<file path="config.mk">
export PLATFORM = sky130hd
export DESIGN_NAME = recency_ordered_key_value_cache
export DESIGN_NICKNAME = d
export VERILOG_FILES = /design/src/rtl/core/lrukv_pkg.sv /design/src/rtl/core/lrukv_cell.sv /design/src/rtl/core/recency_ordered_key_value_cache.sv
export SDC_FILE = /design/constraint.sdc
export NUM_CORES = 1
export LEC_CHECK = 0
export ABC_AREA = 1
export BUFFER_PORTS_ARGS = -buffer_cell sky130_fd_sc_hd__buf_2
export CAP_MARGIN = 15
export CORE_ASPECT_RATIO = 0.5
export CORE_MARGIN = 4
export CORE_UTILIZATION = 50
export DETAILED_ROUTE_END_ITERATION = 8
export PLACE_DENSITY = 0.68
export SLEW_MARGIN = 20
export SYNTH_ARGS = -nofsm -noshare
export SYNTH_HDL_FRONTEND = slang
export SYNTH_HIERARCHICAL = 1
export SYNTH_SLANG_ARGS = --single-unit
</file>
<file path="constraint.sdc">
create_clock -name clk -period 7 [get_ports clk]
set_clock_uncertainty 0.05 [all_clocks]
set_input_delay 0.7 -clock clk [delete_from_list [all_inputs] [get_ports clk]]
set_output_delay 0.7 -clock clk [all_outputs]
set_load 0.01 [all_outputs]
</file>
<file path="src/rtl/core/lrukv_pkg.sv">
// ----------------------------------------------------------------------------
// lrukv_pkg
// Shared types and constants for the recency-ordered key-value cache.
// ----------------------------------------------------------------------------
package lrukv_pkg;

  localparam int KEY_W   = 16;
  localparam int VALUE_W = 32;
  localparam int CAP_W   = 5;

  typedef logic [KEY_W-1:0]          key_t;
  typedef logic signed [VALUE_W-1:0] value_t;
  typedef logic [CAP_W-1:0]          cap_t;

  typedef enum logic {
    CMD_GET = 1'b0,
    CMD_SET = 1'b1
  } cmd_t;

  localparam value_t MISS_VALUE  = '1;
  localparam cap_t   CAP_RESET   = cap_t'(16);

  typedef struct packed {
    logic occupied;
    logic shift;
  } cell_ctrl_t;

endpackage

</file>
<file path="src/rtl/core/lrukv_cell.sv">
// ----------------------------------------------------------------------------
// lrukv_cell
// One cache slot: holds a key/value pair, compares it against the lookup key
// and on a shift loads its left neighbor's pair, or the new pair at the head.
// ----------------------------------------------------------------------------
module lrukv_cell
  import lrukv_pkg::*;
(
  input  logic       clk,
  input  cell_ctrl_t ctrl,
  input  key_t       lookup_key,
  input  key_t       key_in,
  input  value_t     value_in,
  output key_t       key_out,
  output value_t     value_out,
  output logic       match
);

  key_t   key_r;
  value_t value_r;

  always_ff @(posedge clk) begin
    if (ctrl.shift) begin
      key_r   <= key_in;
      value_r <= value_in;
    end
  end

  assign match     = ctrl.occupied && (key_r == lookup_key);
  assign key_out   = key_r;
  assign value_out = value_r;

endmodule

</file>
<file path="src/rtl/core/recency_ordered_key_value_cache.sv">
// ----------------------------------------------------------------------------
// recency_ordered_key_value_cache
// Key-value cache kept as a row of slots ordered from newest to oldest set.
// ----------------------------------------------------------------------------
// One transaction is taken per clock whenever the result register is free or
// being drained: every slot compares its key with the incoming key in the
// same cycle, a set shifts the slots in front of the hit (or the oldest slot)
// one place back and writes the new pair into the front slot, and a get loads
// hit and value into the result register, visible the cycle after the
// transaction. A set gives no result. The input stalls only while a result
// waits under out_stall. A get leaves the order unchanged.
module recency_ordered_key_value_cache
  import lrukv_pkg::*;
#(
  parameter int MAX_ENTRIES = 16
) (
  input  logic   clk,
  input  logic   rst_n,
  input  logic   cfg_wr_en,
  input  cap_t   cfg_wr_data,
  input  logic   in_valid,
  output logic   in_stall,
  input  logic   in_command,
  input  key_t   in_lookup_key,
  input  value_t in_store_value,
  output logic   out_valid,
  input  logic   out_stall,
  output logic   out_hit,
  output value_t out_read_value
);

  localparam int IDX_W = (MAX_ENTRIES > 1) ? $clog2(MAX_ENTRIES) : 1;
  localparam int OCC_W = $clog2(MAX_ENTRIES + 1);
  localparam int EXT_W = ((OCC_W > CAP_W) ? OCC_W : CAP_W) + 1;

  cap_t             cap_r;
  logic [OCC_W-1:0] occ_r, occ_nxt;
  logic             out_valid_r, out_valid_nxt;
  logic             out_hit_r, out_hit_nxt;
  value_t           out_value_r, out_value_nxt;

  logic                   fire, set_fire, get_fire;
  logic [MAX_ENTRIES-1:0] match;
  key_t                   key_q   [MAX_ENTRIES];
  value_t                 value_q [MAX_ENTRIES];
  cell_ctrl_t             ctrl    [MAX_ENTRIES];
  logic [IDX_W-1:0]       hit_pos, last_pos;
  logic [EXT_W-1:0]       cap_eff, occ_ext;
  logic                   any_hit, full;
  value_t                 hit_value;

  assign in_stall = out_valid_r && out_stall;
  assign fire     = in_valid && !in_stall;
  assign set_fire = fire && (cmd_t'(in_command) == CMD_SET);
  assign get_fire = fire && (cmd_t'(in_command) == CMD_GET);

  always_comb begin
    hit_pos   = '0;
    hit_value = '0;
    for (int i = 0; i < MAX_ENTRIES; i++) begin
      if (match[i]) begin
        hit_pos   = hit_pos | IDX_W'(i);
        hit_value = hit_value | value_q[i];
      end
    end
  end

  assign any_hit = |match;

  always_comb begin
    cap_eff = EXT_W'(cap_r);
    if (cap_eff == '0) begin
      cap_eff = EXT_W'(1);
    end else if (cap_eff > EXT_W'(MAX_ENTRIES)) begin
      cap_eff = EXT_W'(MAX_ENTRIES);
    end
  end

  assign occ_ext = EXT_W'(occ_r);
  assign full    = occ_ext >= cap_eff;

  always_comb begin
    occ_nxt = occ_r;
    if (any_hit) begin
      last_pos = hit_pos;
    end else if (full) begin
      last_pos = IDX_W'(occ_r - OCC_W'(1));
    end else begin
      last_pos = IDX_W'(occ_r);
      if (set_fire) begin
        occ_nxt = occ_r + OCC_W'(1);
      end
    end
  end

  for (genvar g = 0; g < MAX_ENTRIES; g++) begin : g_cell
    key_t   key_in;
    value_t value_in;

    assign ctrl[g].occupied = OCC_W'(g) < occ_r;
    assign ctrl[g].shift    = set_fire && (IDX_W'(g) <= last_pos);

    if (g == 0) begin : g_head
      assign key_in   = in_lookup_key;
      assign value_in = in_store_value;
    end else begin : g_body
      assign key_in   = key_q[g-1];
      assign value_in = value_q[g-1];
    end

    lrukv_cell u_cell (
      .clk        (clk),
      .ctrl       (ctrl[g]),
      .lookup_key (in_lookup_key),
      .key_in     (key_in),
      .value_in   (value_in),
      .key_out    (key_q[g]),
      .value_out  (value_q[g]),
      .match      (match[g])
    );
  end

  always_comb begin
    out_valid_nxt = out_valid_r;
    out_hit_nxt   = out_hit_r;
    out_value_nxt = out_value_r;
    if (out_valid_r && !out_stall) begin
      out_valid_nxt = 1'b0;
    end
    if (get_fire) begin
      out_valid_nxt = 1'b1;
      out_hit_nxt   = any_hit;
      out_value_nxt = any_hit ? hit_value : MISS_VALUE;
    end
  end

  always_ff @(posedge clk) begin
    if (!rst_n) begin
      cap_r       <= CAP_RESET;
      occ_r       <= '0;
      out_valid_r <= 1'b0;
    end else begin
      if (cfg_wr_en) begin
        cap_r <= cfg_wr_data;
      end
      occ_r       <= occ_nxt;
      out_valid_r <= out_valid_nxt;
    end
  end

  always_ff @(posedge clk) begin
    out_hit_r   <= out_hit_nxt;
    out_value_r <= out_value_nxt;
  end

  assign out_valid      = out_valid_r;
  assign out_hit        = out_hit_r;
  assign out_read_value = out_value_r;

  a_occ_bound: assert property (@(posedge clk) disable iff (!rst_n)
    occ_r <= OCC_W'(MAX_ENTRIES))
    else $error("occupancy above slot count");

  a_unique_keys: assert property (@(posedge clk) disable iff (!rst_n)
    $onehot0(match))
    else $error("key held in more than one slot");

  a_get_result: assert property (@(posedge clk) disable iff (!rst_n)
    get_fire |=> out_valid_r)
    else $error("get transaction produced no result");

  a_occ_grow: assert property (@(posedge clk) disable iff (!rst_n)
    (occ_r != occ_nxt) |-> (set_fire && !any_hit && !full))
    else $error("occupancy changed without an inserting set");

endmodule
</file>
After elaboration in Yosys (flattened, before gate mapping) --
Cells that the tools add are included.
Storage, ports and cells: output and inout bits 35, bits of input ports 59, word-level logic and storage cells 187, register bits after elaboration 812
Operators by class: reduce and logical (&&, ||, !) cells 43, order comparisons 34, muxes and demuxes 37, eq/ne operators 16, bitwise operators 18, $add $sub $neg 2
Operator list (number):
- 2-to-1 mux 32 bit | 16
- bitwise OR 32 bit | 15
- equality test 16 bit | 16
- less-than comparator 4 x 5 -> 1 bit, first input constant | 8
- 2-to-1 mux 4 bit | 10
- logical AND 1 bit | 37
- <= comparator 4 bit, first input constant | 8
- less-than comparator 3 x 5 -> 1 bit, first input constant | 4
- <= comparator 3 x 4 -> 1 bit, first input constant | 4
- OR reduction 16 bit | 1
- 2-to-1 mux 3 bit | 4
- less-than comparator 1 x 5 -> 1 bit, first input constant | 2
- less-than comparator 2 x 5 -> 1 bit, first input constant | 2
- 2-to-1 mux 5 bit | 2
- <= comparator 1 x 4 -> 1 bit, first input constant | 2
- <= comparator 2 x 4 -> 1 bit, first input constant | 2
- adder 5 x 1 -> 5 bit, second input constant | 1
- greater-or-equal comparator 5 bit | 1
- greater-than comparator 5 bit, second input constant | 1
- zero test 5 bit | 1
- 2-to-1 mux 2 bit | 2
- subtractor 4 x 1 -> 4 bit, second input constant | 1
- 2-to-1 mux 1 bit | 3
- NOT 1 bit | 3
- other kinds (3) | 4

Longest topological paths before layout --
word-level depth 33, mapped depth 23, gate-level depth less buffers 21

Cells and area by module --
Netlist, hierarchy kept.
Modules (own cells, without submodules):
- lrukv_cell | cells an instance 117, times used 16, area each 1732.9 um^2, sequential area each 1441.4 um^2
- recency_ordered_key_value_cache | cells an instance 833, times used 1, area each 5407.7 um^2, sequential area each 1211.2 um^2

Worst setup path before layout --
No wires, ideal clock.
kind input port to flip-flop, start in out_stall, end reg g_cell[10].u_cell.key_r[0] (enable), required time 6.481 ns, path buffers 0, stages on the path 5, setup slack 1.799 ns, data arrival time 4.682 ns, library setup time 0.469 ns, path through nand2_1 > nand3_1 > inv_1 > nand2_2 > a21oi_1
RTL lines:
- from (decl) | line recency_ordered_key_value_cache.sv:27 | input logic out_stall,
- to (signal assigned) | line lrukv_cell.sv:24 | key_r <= key_in;
- to (decl) | line lrukv_cell.sv:19 | key_t key_r;

==> impl_results.md <==
* Outcome: completed
* Starting Density at 0.507
* Number of flops mapped to enable cells by yosys at 801
* Number of nets in the synthesized netlist at 2,771
* Post-synthesis instance area at 0.0331 sq mm
* Initial antenna violation count at 0
* Largest net degree at the start of global routing at 52
* Cell Pwr Density at 265 mW/mm^2
* Share of synthesized area occupied by flip-flops and latches at 0.733
* Area of the die at 0.0707 sq mm
* Fin Setup TNS at 0 ns
* Wire length of the first global-routing pass at 119,000 um
* Routability Congestion at 0.859
* Final count of negative-setup-slack endpoints at 0
* Worst relative slew slack at 0.288
* Startpoint Class: register
* Remaining DRCs at 0
* Number of failing hold endpoints at the final stage at 0
* Final number of max-transition violations at 0
* Final #Nets at 2,903
* Instance count of the mapped netlist at 2,705
* Fraction of registers with async set/reset at 0
* Total via count in the routed design at 20,621
* TritonCTS clock tree: built
* Main flop type after synthesis: sky130_fd_sc_hd__edfxtp_1
* Total grt overflow at 0
* Type of destination of the critical path: register
* Ratio of cells with drive above 1 in the final layout at 0.117
* DIE HEIGHT at 190 um
* Via count of the first global-routing pass at 20,268
* CTS Sinks at 812
* Total wire length at 79,100 um
* Sum of internal, switching and leakage power at 9.82 mW
* IO Pins at 94
* Critical path type: register to register
* CTS Hold Bufs at 0
* Clock root buffer: sky130_fd_sc_hd__clkbuf_16
* Maximum clock insertion buffer count at 3
* Number of distinct standard cells referenced by the synthesized netlist at 37
* Synth area leader: sky130_fd_sc_hd__edfxtp_1
* Horizontal die dimension at 372 um
* Clock-pin slew of the registers on the worst-case setup and hold paths at 0.06 ns
* Drt via density at 5.46
* Max-cap violations at 0
* Cells resized by post-CTS repair at 0
* Drt first-iter violations at 2,340
* Core area at 0.0653 sq mm
* Cells taking the most area after synthesis: sky130_fd_sc_hd__edfxtp_1 73%, sky130_fd_sc_hd__nand2_1 9.1%, sky130_fd_sc_hd__inv_1 3.4%, sky130_fd_sc_hd__a22o_1 2.4%, sky130_fd_sc_hd__nor2_1 2.0%
* Standby leakage power at 14.0 nW
* Area Overhead vs Synth at 12.0%
* Synth Warn # at 6
* Number of rows created at floorplan at 66
* Antenna diode count at 0
* Max H-tree Level at 3
* Crit share post-route at 0.720
* Combined global-route utilization of all metal layers at 0.224
* Average wire per cell in the routed design at 21.0 um
* Post-DRT Antenna Nets at 0
* Time the final worst path needs with I/O delays and setup at 5.04 ns
* Peak supply drop at 0.188 mV
* Flip-flop and latch count after synthesis at 812
* Crit-path max FO at 33
* Unrepaired setup endpoints after global routing: no
* Slew of the pin with the lowest slew margin at 1.07 ns
* Total CTS buffers at 71
* Tightest Hold Check Type: input pin to register
* # port buffers at 93
* Number of post-CTS setup repair buffers at 0
* Data arrival time at the worst-slack endpoint at 5.26 ns
* Clock Latency Late Sink at 0.64 ns
* Mean post-synth cell area at 12.2 sq um
* First drt pass iteration count at 5
* CP required at 7.22 ns
* DPL Wire Length at 48,900 um
* Peak clock frequency supported by timing at 198 MHz
* Fraction of synthesized cell area taken by the top area cell type at 0.726
[worst max-delay path: stages, from the launching register on]
cell and delay [ns]:
sky130_fd_sc_hd__dfxtp_1 0.38, sky130_fd_sc_hd__nor2_1 0.34, sky130_fd_sc_hd__inv_1 0.12, sky130_fd_sc_hd__nor2_1 0.21, sky130_fd_sc_hd__o21ai_0 0.23, sky130_fd_sc_hd__nand2_1 0.12
sky130_fd_sc_hd__nor2_1 0.07, sky130_fd_sc_hd__nand2_1 0.07, sky130_fd_sc_hd__nor2_1 0.05, sky130_fd_sc_hd__nand2_1 0.09, sky130_fd_sc_hd__nor2_4 0.03, sky130_fd_sc_hd__buf_4 0.28
sky130_fd_sc_hd__inv_2 0.12, sky130_fd_sc_hd__nand2_2 0.06, sky130_fd_sc_hd__nor2_2 0.11, sky130_fd_sc_hd__nand2_2 0.09, sky130_fd_sc_hd__nor2_4 0.34, sky130_fd_sc_hd__inv_2 0.09
sky130_fd_sc_hd__nand2_1 0.08, sky130_fd_sc_hd__nand2_2 0.15, sky130_fd_sc_hd__nor2_4 0.13, sky130_fd_sc_hd__nand2_1 0.12, sky130_fd_sc_hd__nor2_4 0.74, sky130_fd_sc_hd__buf_4 0.54
[registers in the layout, summed over array words and instances, names as in the netlist]
register and flops:
g_cell.u_cell/value_out 512, g_cell.u_cell/key_out 256, out_read_value 32, cap_r 5, occ_r 5, out_hit 1
out_valid 1
[cell type report]
| type | instances | area, sq um |
|---|---|---|
| clock buffer | 90 | 1880 |
| multi-input combinational | 1485 | 7420 |
| inverter | 339 | 1270 |
| clock inverter | 37 | 410 |
| tap | 884 | 1110 |
| fill | 5109 | 28200 |
| sequential | 812 | 24300 |
| timing repair buffer | 128 | 741 |
[path summary, 6_finish.rpt]
| kind | from | end | slack, ns | depth (start not counted) |
|---|---|---|---|---|
| worst max-delay path | occ_r[4] | g_cell[14].u_cell/value_out[6] | 1.96 | 23 |
| worst min-delay path | in_store_value[29] | g_cell[0].u_cell/value_out[29] | 0.19 | 1 |
| worst max register to register | occ_r[4] | g_cell[14].u_cell/value_out[6] | 1.96 | 23 |
| worst min register to register | g_cell[10].u_cell/value_out[30] | g_cell[11].u_cell/value_out[30] | 0.38 | 0 |
[cell usage after synthesis (7+ instances only)]
master,n
sky130_fd_sc_hd__nand2_2,8
sky130_fd_sc_hd__a221oi_1,32
sky130_fd_sc_hd__inv_2,40
sky130_fd_sc_hd__inv_1,298
sky130_fd_sc_hd__nand2_1,805
sky130_fd_sc_hd__nor2_1,176
sky130_fd_sc_hd__nor2_2,20
sky130_fd_sc_hd__a211oi_1,27
sky130_fd_sc_hd__nor3_2,16
sky130_fd_sc_hd__o21ai_1,17
sky130_fd_sc_hd__edfxtp_1,801
sky130_fd_sc_hd__o22ai_1,32
sky130_fd_sc_hd__buf_2,11
sky130_fd_sc_hd__o21ai_0,28
sky130_fd_sc_hd__dfxtp_1,11
sky130_fd_sc_hd__nor4_1,16
sky130_fd_sc_hd__a22o_1,89
sky130_fd_sc_hd__nand3_1,72
sky130_fd_sc_hd__nand4_1,47
sky130_fd_sc_hd__a21oi_1,24
sky130_fd_sc_hd__ha_1,7
sky130_fd_sc_hd__xor2_1,51
sky130_fd_sc_hd__clkbuf_1,51
[cells in the final DEF (no fill, tap or decap), drive strengths merged]
cell	Yosys	layout
o21ai	45	45
nor3	21	21
nand4	48	48
clkinvlp	0	1
ha	7	7
inv	338	342
o21a	1	1
clkinv	1	28
bufinv	0	5
a211oi	27	27
a21oi	25	25
a31oi	1	1
buf	17	128
xnor2	1	1
and3	1	1
a221oi	32	32
nor4	16	16
clkbuf	52	90
xor2	51	51
nand2	813	813
nor2	199	199
edfxtp	801	801
o22ai	32	32
or4	1	1
nand3	75	75
a22o	89	89
dfxtp	11	11
[logic make-up after synthesis]
| family | synth area share |
|---|---|
| buffers and inverters | 0.0481 |
| DFF | 0.733 |
| xor gates and xnor gates | 0.0137 |
| and+or+nand+nor | 0.148 |
| adders and majority gates | 0.00264 |
| AOI/OAI and AO/OA | 0.0552 |
[through the flow]
stage                     worst slack, ns   util  hold slack (ns)  cells  cell area (sq um)
after floorplan                      1.80      -            0.376   2705              33100
after global placement               2.03  0.533            0.378   3648              34800
after detailed placement             1.97  0.533            0.383   3648              34800
after CTS                            2.01  0.568            0.157   3775              37100
after global routing                 1.52  0.568            0.162   3775              37100
final                                1.96  0.568            0.191   3775              37100
[metal layers]
metal  track usage  share of wire  vias up
met1         0.309           0.41     9954
met4        0.0677          0.029        0
met3        0.0533          0.097      138
met5             0              0        -
li1              -              -     9604
met2         0.356           0.46      925
[power by group]
group          internal [mW]  total [mW]  switching (mW)
Combinational         0.0972       0.375           0.278
Clock                   2.13        3.91            1.79
Sequential              5.46        5.53          0.0704
Total                   7.68        9.82            2.13
(Power assumes the default switching activity.)
